<file path="config.mk">
export PLATFORM = sky130hd
export DESIGN_NAME = tx_input_record_parser
export DESIGN_NICKNAME = d
export VERILOG_FILES = /design/src/hw/rtl/txirp_pkg.sv /design/src/hw/rtl/txirp_idbuf.sv /design/src/hw/rtl/txirp_parse.sv /design/src/hw/rtl/txirp_out.sv /design/src/hw/rtl/tx_input_record_parser.sv
export SDC_FILE = /design/constraint.sdc
export NUM_CORES = 1
export LEC_CHECK = 0
export ABC_AREA = 0
export ABC_CLOCK_PERIOD_IN_PS = 8700
export BUFFER_PORTS_ARGS = -buffer_cell sky130_fd_sc_hd__buf_4
export CELL_PAD_IN_SITES_DETAIL_PLACEMENT = 1
export CELL_PAD_IN_SITES_GLOBAL_PLACEMENT = 1
export CORE_MARGIN = 5
export CORE_UTILIZATION = 45
export CTS_CLUSTER_DIAMETER = 80
export CTS_CLUSTER_SIZE = 16
export DETAILED_ROUTE_END_ITERATION = 7
export PLACE_DENSITY = 0.67
export SYNTH_ARGS = -nofsm -noshare
export SYNTH_HDL_FRONTEND = slang
export SYNTH_SLANG_ARGS = --single-unit
</file>
<file path="constraint.sdc">
create_clock -name clk -period 8.7 [get_ports clk]
set_clock_uncertainty 0.15 [all_clocks]
set_input_delay 0.87 -clock clk [delete_from_list [all_inputs] [get_ports clk]]
set_output_delay 0.87 -clock clk [all_outputs]
set_load 0.1 [all_outputs]
</file>
<file path="src/hw/rtl/txirp_pkg.sv">
// Shared types and constants for the transaction input record parser.
`default_nettype none

package txirp_pkg;

  // Length of the previous transaction id in bytes.
  localparam int ID_BYTES = 32;
  localparam int ID_IDX_W = (ID_BYTES > 1) ? $clog2(ID_BYTES) : 1;
  // Number of 64-bit id words reported, at most four.
  localparam int ID_WORDS_FULL = (ID_BYTES + 7) / 8;
  localparam int NUM_WORDS = (ID_WORDS_FULL > 4) ? 4 : ID_WORDS_FULL;
  localparam logic [1:0] LAST_WORD = 2'(NUM_WORDS - 1);

  // Result kinds.
  localparam logic [2:0] KIND_VERSION = 3'd0;
  localparam logic [2:0] KIND_COUNT   = 3'd1;
  localparam logic [2:0] KIND_ID      = 3'd2;
  localparam logic [2:0] KIND_VOUT    = 3'd3;
  localparam logic [2:0] KIND_SLEN    = 3'd4;
  localparam logic [2:0] KIND_SEQ     = 3'd5;

  typedef enum logic [2:0] {
    PH_IDLE    = 3'd0,
    PH_VERSION = 3'd1,
    PH_COUNT   = 3'd2,
    PH_ID      = 3'd3,
    PH_VOUT    = 3'd4,
    PH_SLEN    = 3'd5,
    PH_SKIP    = 3'd6,
    PH_SEQ     = 3'd7
  } phase_t;

  typedef struct packed {
    logic [7:0] data_byte;
    logic       start_of_tx;
  } in_item_t;

  typedef struct packed {
    logic [2:0]  kind;
    logic [63:0] value;
    logic [7:0]  input_number;
    logic [1:0]  word_number;
    logic        parse_done;
    logic        last_of_run;
  } out_item_t;

  // Field produced by one accepted byte, before id word expansion.
  typedef struct packed {
    logic        valid;
    logic [2:0]  kind;
    logic [31:0] value;
    logic [7:0]  input_number;
    logic        parse_done;
  } emit_t;

  // Byte write into the id buffer.
  typedef struct packed {
    logic                en;
    logic [ID_IDX_W-1:0] idx;
    logic [7:0]          data;
  } id_wr_t;

  typedef logic [3:0][63:0] id_words_t;

endpackage

`default_nettype wire

</file>
<file path="src/hw/rtl/txirp_idbuf.sv">
// Id byte buffer and assembly of the four display-order id words.
`default_nettype none

module txirp_idbuf
  import txirp_pkg::*;
(
  input  logic      clk,
  input  id_wr_t    wr,
  output id_words_t words
);

  logic [7:0] id_buffer [ID_BYTES];

  // Store one id byte per write.
  always_ff @(posedge clk) begin
    if (wr.en) begin
      id_buffer[wr.idx] <= wr.data;
    end
  end

  // Wire up words: last stored byte is the top byte of word 0, pad with zero.
  for (genvar w = 0; w < 4; w++) begin : g_word
    for (genvar k = 0; k < 8; k++) begin : g_byte
      if (8 * w + k < ID_BYTES) begin : g_fill
        assign words[w][63 - 8 * k -: 8] = id_buffer[ID_BYTES - 1 - (8 * w + k)];
      end else begin : g_pad
        assign words[w][63 - 8 * k -: 8] = 8'h00;
      end
    end
  end

endmodule

`default_nettype wire

</file>
<file path="src/hw/rtl/txirp_parse.sv">
// Byte-level parse state machine: field accumulation, counters and field emission.
`default_nettype none

module txirp_parse
  import txirp_pkg::*;
(
  input  logic     clk,
  input  logic     rst,
  input  logic     accept,
  input  in_item_t in_data,
  output emit_t    emit,
  output id_wr_t   id_wr
);

  phase_t      phase, phase_next;
  logic [5:0]  byte_counter, byte_counter_next;
  logic [31:0] field_accumulator, field_accumulator_next;
  logic [7:0]  inputs_remaining, inputs_remaining_next;
  logic [7:0]  current_input, current_input_next;
  logic [7:0]  skip_remaining, skip_remaining_next;

  // Effective state after a start flag clears the parse.
  phase_t      ph;
  logic [5:0]  bc;
  logic [31:0] acc;
  logic [7:0]  ir;
  logic [7:0]  ci;
  logic [7:0]  sk;
  logic [31:0] acc_le;
  logic        le_full;
  logic        id_last;
  logic [7:0]  sk_dec;

  always_comb begin
    ph  = in_data.start_of_tx ? PH_VERSION : phase;
    bc  = in_data.start_of_tx ? 6'd0 : byte_counter;
    acc = in_data.start_of_tx ? 32'd0 : field_accumulator;
    ir  = in_data.start_of_tx ? 8'd0 : inputs_remaining;
    ci  = in_data.start_of_tx ? 8'd0 : current_input;
    sk  = in_data.start_of_tx ? 8'd0 : skip_remaining;
    acc_le  = acc | ({24'd0, in_data.data_byte} << {bc[1:0], 3'b000});
    le_full = (bc >= 6'd3);
    id_last = ({1'b0, bc} + 7'd1) >= 7'(ID_BYTES);
    sk_dec  = sk - 8'd1;
  end

  // Next phase.
  always_comb begin
    phase_next = ph;
    case (ph)
      PH_VERSION: if (le_full) phase_next = PH_COUNT;
      PH_COUNT:   phase_next = (in_data.data_byte == 8'd0) ? PH_IDLE : PH_ID;
      PH_ID:      if (id_last) phase_next = PH_VOUT;
      PH_VOUT:    if (le_full) phase_next = PH_SLEN;
      PH_SLEN:    phase_next = (in_data.data_byte != 8'd0) ? PH_SKIP : PH_SEQ;
      PH_SKIP:    if (sk_dec == 8'd0) phase_next = PH_SEQ;
      PH_SEQ:     if (le_full) phase_next = (ir <= 8'd1) ? PH_IDLE : PH_ID;
      default:    phase_next = ph;
    endcase
  end

  // Emitted field, id write and datapath next values.
  always_comb begin
    emit = '0;
    emit.input_number = ci;
    id_wr = '0;
    id_wr.idx  = bc[ID_IDX_W-1:0];
    id_wr.data = in_data.data_byte;
    byte_counter_next      = bc;
    field_accumulator_next = acc;
    inputs_remaining_next  = ir;
    current_input_next     = ci;
    skip_remaining_next    = sk;
    case (ph)
      PH_VERSION, PH_VOUT, PH_SEQ: begin
        if (le_full) begin
          emit.valid = 1'b1;
          emit.value = acc_le;
          if (ph == PH_VERSION) begin
            emit.kind = KIND_VERSION;
            emit.input_number = 8'd0;
          end else if (ph == PH_VOUT) begin
            emit.kind = KIND_VOUT;
          end else begin
            emit.kind = KIND_SEQ;
            emit.parse_done = (ir <= 8'd1);
            inputs_remaining_next = ir - 8'd1;
            current_input_next = ci + 8'd1;
          end
          byte_counter_next = 6'd0;
          field_accumulator_next = 32'd0;
        end else begin
          byte_counter_next = bc + 6'd1;
          field_accumulator_next = acc_le;
        end
      end
      PH_COUNT: begin
        emit.valid = 1'b1;
        emit.kind = KIND_COUNT;
        emit.value = {24'd0, in_data.data_byte};
        emit.input_number = 8'd0;
        emit.parse_done = (in_data.data_byte == 8'd0);
        inputs_remaining_next = in_data.data_byte;
        current_input_next = 8'd0;
        byte_counter_next = 6'd0;
      end
      PH_ID: begin
        id_wr.en = ({1'b0, bc} < 7'(ID_BYTES));
        if (id_last) begin
          emit.valid = 1'b1;
          emit.kind = KIND_ID;
          byte_counter_next = 6'd0;
          field_accumulator_next = 32'd0;
        end else begin
          byte_counter_next = bc + 6'd1;
        end
      end
      PH_SLEN: begin
        emit.valid = 1'b1;
        emit.kind = KIND_SLEN;
        emit.value = {24'd0, in_data.data_byte};
        skip_remaining_next = in_data.data_byte;
        byte_counter_next = 6'd0;
        field_accumulator_next = 32'd0;
      end
      PH_SKIP: begin
        skip_remaining_next = sk_dec;
      end
      default: begin
      end
    endcase
    id_wr.en = id_wr.en & accept;
  end

  // Advance state on each accepted byte.
  always_ff @(posedge clk) begin
    if (rst) begin
      phase             <= PH_IDLE;
      byte_counter      <= 6'd0;
      field_accumulator <= 32'd0;
      inputs_remaining  <= 8'd0;
      current_input     <= 8'd0;
      skip_remaining    <= 8'd0;
    end else if (accept) begin
      phase             <= phase_next;
      byte_counter      <= byte_counter_next;
      field_accumulator <= field_accumulator_next;
      inputs_remaining  <= inputs_remaining_next;
      current_input     <= current_input_next;
      skip_remaining    <= skip_remaining_next;
    end
  end

endmodule

`default_nettype wire

</file>
<file path="src/hw/rtl/txirp_out.sv">
// Result register: holds one emitted field and expands id fields into words.
`default_nettype none

module txirp_out
  import txirp_pkg::*;
(
  input  logic      clk,
  input  logic      rst,
  input  logic      in_valid,
  input  emit_t     emit,
  input  id_words_t id_words,
  output logic      in_ready,
  output logic      out_valid,
  input  logic      out_ready,
  output out_item_t out_data
);

  logic [2:0]  kind;
  logic [31:0] base_value;
  logic [7:0]  input_number;
  logic        parse_done;
  logic [1:0]  word_idx;
  logic [1:0]  last_word;
  logic        at_last;
  logic        load;

  assign at_last  = (word_idx == last_word);
  assign in_ready = !out_valid || (out_ready && at_last);
  assign load     = in_valid && in_ready && emit.valid;

  // Control: load a new field, step through id words, drop when drained.
  always_ff @(posedge clk) begin
    if (rst) begin
      out_valid <= 1'b0;
      word_idx  <= 2'd0;
      last_word <= 2'd0;
    end else if (load) begin
      out_valid <= 1'b1;
      word_idx  <= 2'd0;
      last_word <= (emit.kind == KIND_ID) ? LAST_WORD : 2'd0;
    end else if (out_valid && out_ready) begin
      if (at_last) begin
        out_valid <= 1'b0;
      end else begin
        word_idx <= word_idx + 2'd1;
      end
    end
  end

  // Hold field payload.
  always_ff @(posedge clk) begin
    if (load) begin
      kind         <= emit.kind;
      base_value   <= emit.value;
      input_number <= emit.input_number;
      parse_done   <= emit.parse_done;
    end
  end

  // Present the current transaction.
  always_comb begin
    out_data.kind         = kind;
    out_data.value        = (kind == KIND_ID) ? id_words[word_idx] : {32'd0, base_value};
    out_data.input_number = input_number;
    out_data.word_number  = word_idx;
    out_data.parse_done   = parse_done & at_last;
    out_data.last_of_run  = at_last;
  end

endmodule

`default_nettype wire

</file>
<file path="src/hw/rtl/tx_input_record_parser.sv">
// Top level of the transaction input record parser.
// Usage:
//   Input channel (in_valid/in_ready/in_data) takes one raw transaction byte
//   per transaction; start_of_tx marks the first version byte and restarts
//   any parse in progress. Bytes outside a parse are dropped silently.
//   Output channel (out_valid/out_ready/out_data) gives one field per
//   transaction: version, input count, id words, vout, script length and
//   sequence, tagged with the input index.
// Output: a field is registered and appears in the cycle after the byte that completes it.
// Throughput: one byte per cycle while the output accepts. A completed id yields four word
//   transactions from the single result register, so the input stalls while
//   words 0..2 drain; the next byte is taken in the cycle
//   the last word is taken.
// Stall: when out_ready is low the result holds and in_ready drops once the
//   result register is full and not being emptied.
// Reset: rst (synchronous) returns the parser to idle, waiting for a start
//   byte, and empties the result register. The id buffer is not cleared; it
//   is always fully written before it is read.
`default_nettype none

module tx_input_record_parser
  import txirp_pkg::*;
(
  input  logic      clk,
  input  logic      rst,
  input  logic      in_valid,
  output logic      in_ready,
  input  in_item_t  in_data,
  output logic      out_valid,
  input  logic      out_ready,
  output out_item_t out_data
);

  emit_t     emit;
  id_wr_t    id_wr;
  id_words_t id_words;
  logic      accept;

  assign accept = in_valid && in_ready;

  txirp_parse u_parse (
    .clk     (clk),
    .rst     (rst),
    .accept  (accept),
    .in_data (in_data),
    .emit    (emit),
    .id_wr   (id_wr)
  );

  txirp_idbuf u_idbuf (
    .clk   (clk),
    .wr    (id_wr),
    .words (id_words)
  );

  txirp_out u_out (
    .clk       (clk),
    .rst       (rst),
    .in_valid  (in_valid),
    .emit      (emit),
    .id_words  (id_words),
    .in_ready  (in_ready),
    .out_valid (out_valid),
    .out_ready (out_ready),
    .out_data  (out_data)
  );

  // Done only on the final result of a byte.
  a_done_last: assert property (@(posedge clk) disable iff (rst)
    out_valid && out_data.parse_done |-> out_data.last_of_run)
    else $error("parse_done without last_of_run");

  // Word index is nonzero only on id words.
  a_word_kind: assert property (@(posedge clk) disable iff (rst)
    out_valid && (out_data.word_number != 2'd0) |-> (out_data.kind == KIND_ID))
    else $error("word_number set on a non-id field");

  // Mid-run words advance by one with the same input.
  a_word_step: assert property (@(posedge clk) disable iff (rst)
    out_valid && out_ready && !out_data.last_of_run |=>
      out_valid && (out_data.word_number == $past(out_data.word_number) + 2'd1) &&
      (out_data.input_number == $past(out_data.input_number)))
    else $error("id word sequence broken");

  // No byte is taken while an id run still has words after the current one.
  a_hold_input: assert property (@(posedge clk) disable iff (rst)
    out_valid && !out_data.last_of_run |-> !in_ready)
    else $error("input accepted during id word run");

endmodule

`default_nettype wire

</file>
==> impl_results.md <==
- Via count: roughly 9400
- Clock sinks: 369
- Number of synthesized flops with an enable pin: 300
- Crit-path cells: buf_4, inv_1, nand2_1, inv_1, ha_1, clkinv_1, o21ai_1, nand2_1, a311oi_4, buf_4
- Final min period: 5.45 ns
- Via density per instance: between 5 and 6
- CTS Buf Count: 27
- Final Hold Viols: 0
- P_int: ~2.5 mW
- Share of cells above drive strength 1: 0.217
- Worst EP arrival: 5.48 ns
- Ant diodes: 0
- Status: completed
- Top-count cell post-synth: edfxtp_1
- First-pass detailed-route iteration total: 5
- R2r setup slk: roughly 4.0 ns
- DP Wirelength: ~23 mm
- Post-Syn Instances: 1046
- Site row count: 68
- Yosys reg bits: ~370
- Synth top area share: 0.579
- Rel. slew slack: 0.288
- VDD IR max: approximately 0.00012 V
- Clock Power Share: 0.361
- Pwr Density: ~180 mW/mm²
- DRT Wirelength: between 30 and 40 mm
- H-tree depth: 1
- Part of the power in combinational logic: 0.043
- Leakage Power: around 5.6 nW
- Critical path class: input pin to flip-flop
- Worst-Margin Slew: ~1.1 ns
- Reg2reg start: u_parse.byte_counter[0]
- Hold depth: 1
- DP Area: 0.0167 mm²
- Hold/Removal Path Class: flip-flop to flip-flop
- Post-CTS Resized: 0
- Postcts setup bufs: 0
- Switching power: approximately 0.7 mW
- WP buf/inv: 5
- Drt wl/cell: around 24 µm
- Tot Pwr: 3.22 mW
- Root buffer cell: clkbuf_16
- Max stage delay on crit path: around 1.1 ns
- Hold buffers post-CTS: 0
- Number of synthesis warnings: 0
- Initial Util: 0.453
- Top cells by area, synth: edfxtp_1 (58%), mux4_2 (9.3%), dfxtp_1 (8.9%)
- Ports: 94
- DIE AREA: slightly below 0.04 mm²
- Worst Path Max Fanout: 47
- Vias in the first global route: 9782
- CP endpoint kind: flip-flop
- DRC: 0
- Synthesized area: 0.0156 mm²
- RePlAce Congestion: 0.766
- First-pass GRT wire length: slightly below 60 mm
- Mapped Nets: 1068
- GRT Util Overall: 0.197
- Worst R2R Path Depth: 8
- Nets: about 1100
- Largest net degree at the start of global routing: 65
- Hold EP: u_parse.field_accumulator[15]
- Initial antenna violation count: 0
- Die Width: between 150 and 200 µm
- DRT iter0 DRCs: 635
- Hold Path Origin: u_parse.field_accumulator[15]
- Longest Clk Path Bufs: 3
- Mean post-synth cell area: between 10 and 15 µm²
- Global route overflow: 0
- TritonCTS clock tree: yes
- Die height: 196 µm
- Netlist cell types: 71
- Max Transition Viols Final: 0
- Slowest CP cell: a311oi_4
- Final TNS setup: 0 ns
- Flop pwr share: 0.596
- RSZ-0062 raised after global routing: false
- Cell taking the most area after synthesis: edfxtp_1
- RR Endpoint: u_out.base_value[12]
- CTS clk-pin slew, worst paths: ~0.080 ns
- Seq/Total Area, Yosys: 0.667
- FFs w/ async S/R, synth: 0
- Ys flop type: edfxtp_1
- Critical Path RT: about 8.7 ns
- Port bufs: a little over 90
- Final period util: 0.626
- Final instance area: roughly 0.017 mm²
- CP Launch Type: input pin
- Area grow syn2layout: 11.9%
- Max_cap viols: 0
- Top Family by Delay on Critical Path: buffers and inverters
- Fmax: about 0.18 GHz
- Core box area: 0.0344 mm²
- Switching Fraction: 0.216
- Post-synth top cells: edfxtp_1 (300), nor2_1 (102), dfxtp_1 (69)
- Final Setup Violations: 0
- DRT antenna net count: 0
- Clk_lat worst skew: approximately 0.54 ns
## routing by layer
metal  GRT usage  share of wire  vias to the layer above
li1            -              -                     4188
met1       0.274           0.43                     4918
met2       0.342           0.51                      200
met3      0.0189          0.037                       54
met4      0.0427          0.020                        0
met5           0              0                        -
## kinds of logic after synthesis
| family | synth area share |
|---|---|
| AOI/OAI and AO/OA | 0.0899 |
| xor gates and xnor gates | 0.00506 |
| DFF | 0.667 |
| and+or+nand+nor | 0.0917 |
| adders and majority gates | 0.00723 |
| buffers and inverters | 0.0205 |
| muxes | 0.118 |
## metrics by stage
step	util	hold WS [ns]	setup slack, ns	instances
2_1_floorplan	-	0.282	3.16	1046
3_3_place_gp	0.485	0.300	2.93	1534
3_5_place_dp	0.485	0.303	2.73	1534
4_1_cts	0.507	0.325	3.28	1583
5_1_grt	0.507	0.332	2.92	1583
6_report	0.507	0.319	3.25	1583
## state kept, by name (all words and copies together) (netlist names)
| signal | cells |
|---|---|
| u_parse.skip_remaining | 8 |
| u_parse.byte_counter | 6 |
| u_parse.phase | 3 |
| u_out.word_idx | 2 |
| u_out.kind | 3 |
| u_out.parse_done | 1 |
| u_parse.inputs_remaining | 8 |
| u_out.last_word | 1 |
| u_out.base_value | 32 |
| u_out.input_number | 8 |
| u_out.out_valid | 1 |
| u_idbuf.id_buffer | 256 |
| u_parse.current_input | 8 |
| u_parse.field_accumulator | 32 |
## layout by cell type (no fill, tap or decap), drive strengths merged, types with 4 or more instances in the layout
cell type,netlist,routed
a311oi,6,6
or3,9,9
clkbuf,48,46
nand2b,7,7
nor3b,4,4
a22o,41,41
mux4,64,64
inv,7,7
mux2i,4,4
nand3,14,14
a211oi,6,6
a22oi,31,31
dfxtp,69,69
and3,4,4
mux2,32,32
xnor2,6,6
o22ai,4,4
ha,9,9
edfxtp,300,300
clkinv,2,5
nand2,55,55
a31oi,5,5
nor3,17,17
buf,22,103
nor4,7,7
nor2,104,104
o31ai,5,5
o21ai,28,28
a21oi,29,29
nor2b,13,13
and2,42,42
## power groups by stage
stage / logic, mW / registers [mW] / clock network [mW]
4_1_cts: 0.138 / 1.92 / 1.19
3_3_place_gp: 0.135 / 1.96 / 0
6_report: 0.138 / 1.92 / 1.16
3_5_place_dp: 0.138 / 1.96 / 0
2_1_floorplan: 0.0844 / 1.96 / 0
5_1_grt: 0.148 / 1.92 / 1.27
## area by class of cell
type	count	area, µm²
tap	455	569
fill	3386	16900
inverter	9	33.8
sequential	369	10400
multi-input combinational	598	4890
timing repair buffer	103	773
clock inverter	3	22.5
clock buffer	46	747
## worst max-delay path by stage
stage | from | end | slack [ns] | cells past startpoint
floorplan | in_data[0] | u_out.last_word[0] | 3.16 | 12
global placement | in_data[0] | u_out.base_value[19] | 2.93 | 10
detailed placement | in_data[0] | u_out.base_value[23] | 2.73 | 10
CTS | in_data[0] | u_out.base_value[28] | 3.28 | 10
global route | in_data[0] | u_out.base_value[19] | 2.92 | 10
finish | in_data[0] | u_out.base_value[12] | 3.25 | 10
Note: power is estimated with default switching activity, not from simulation.
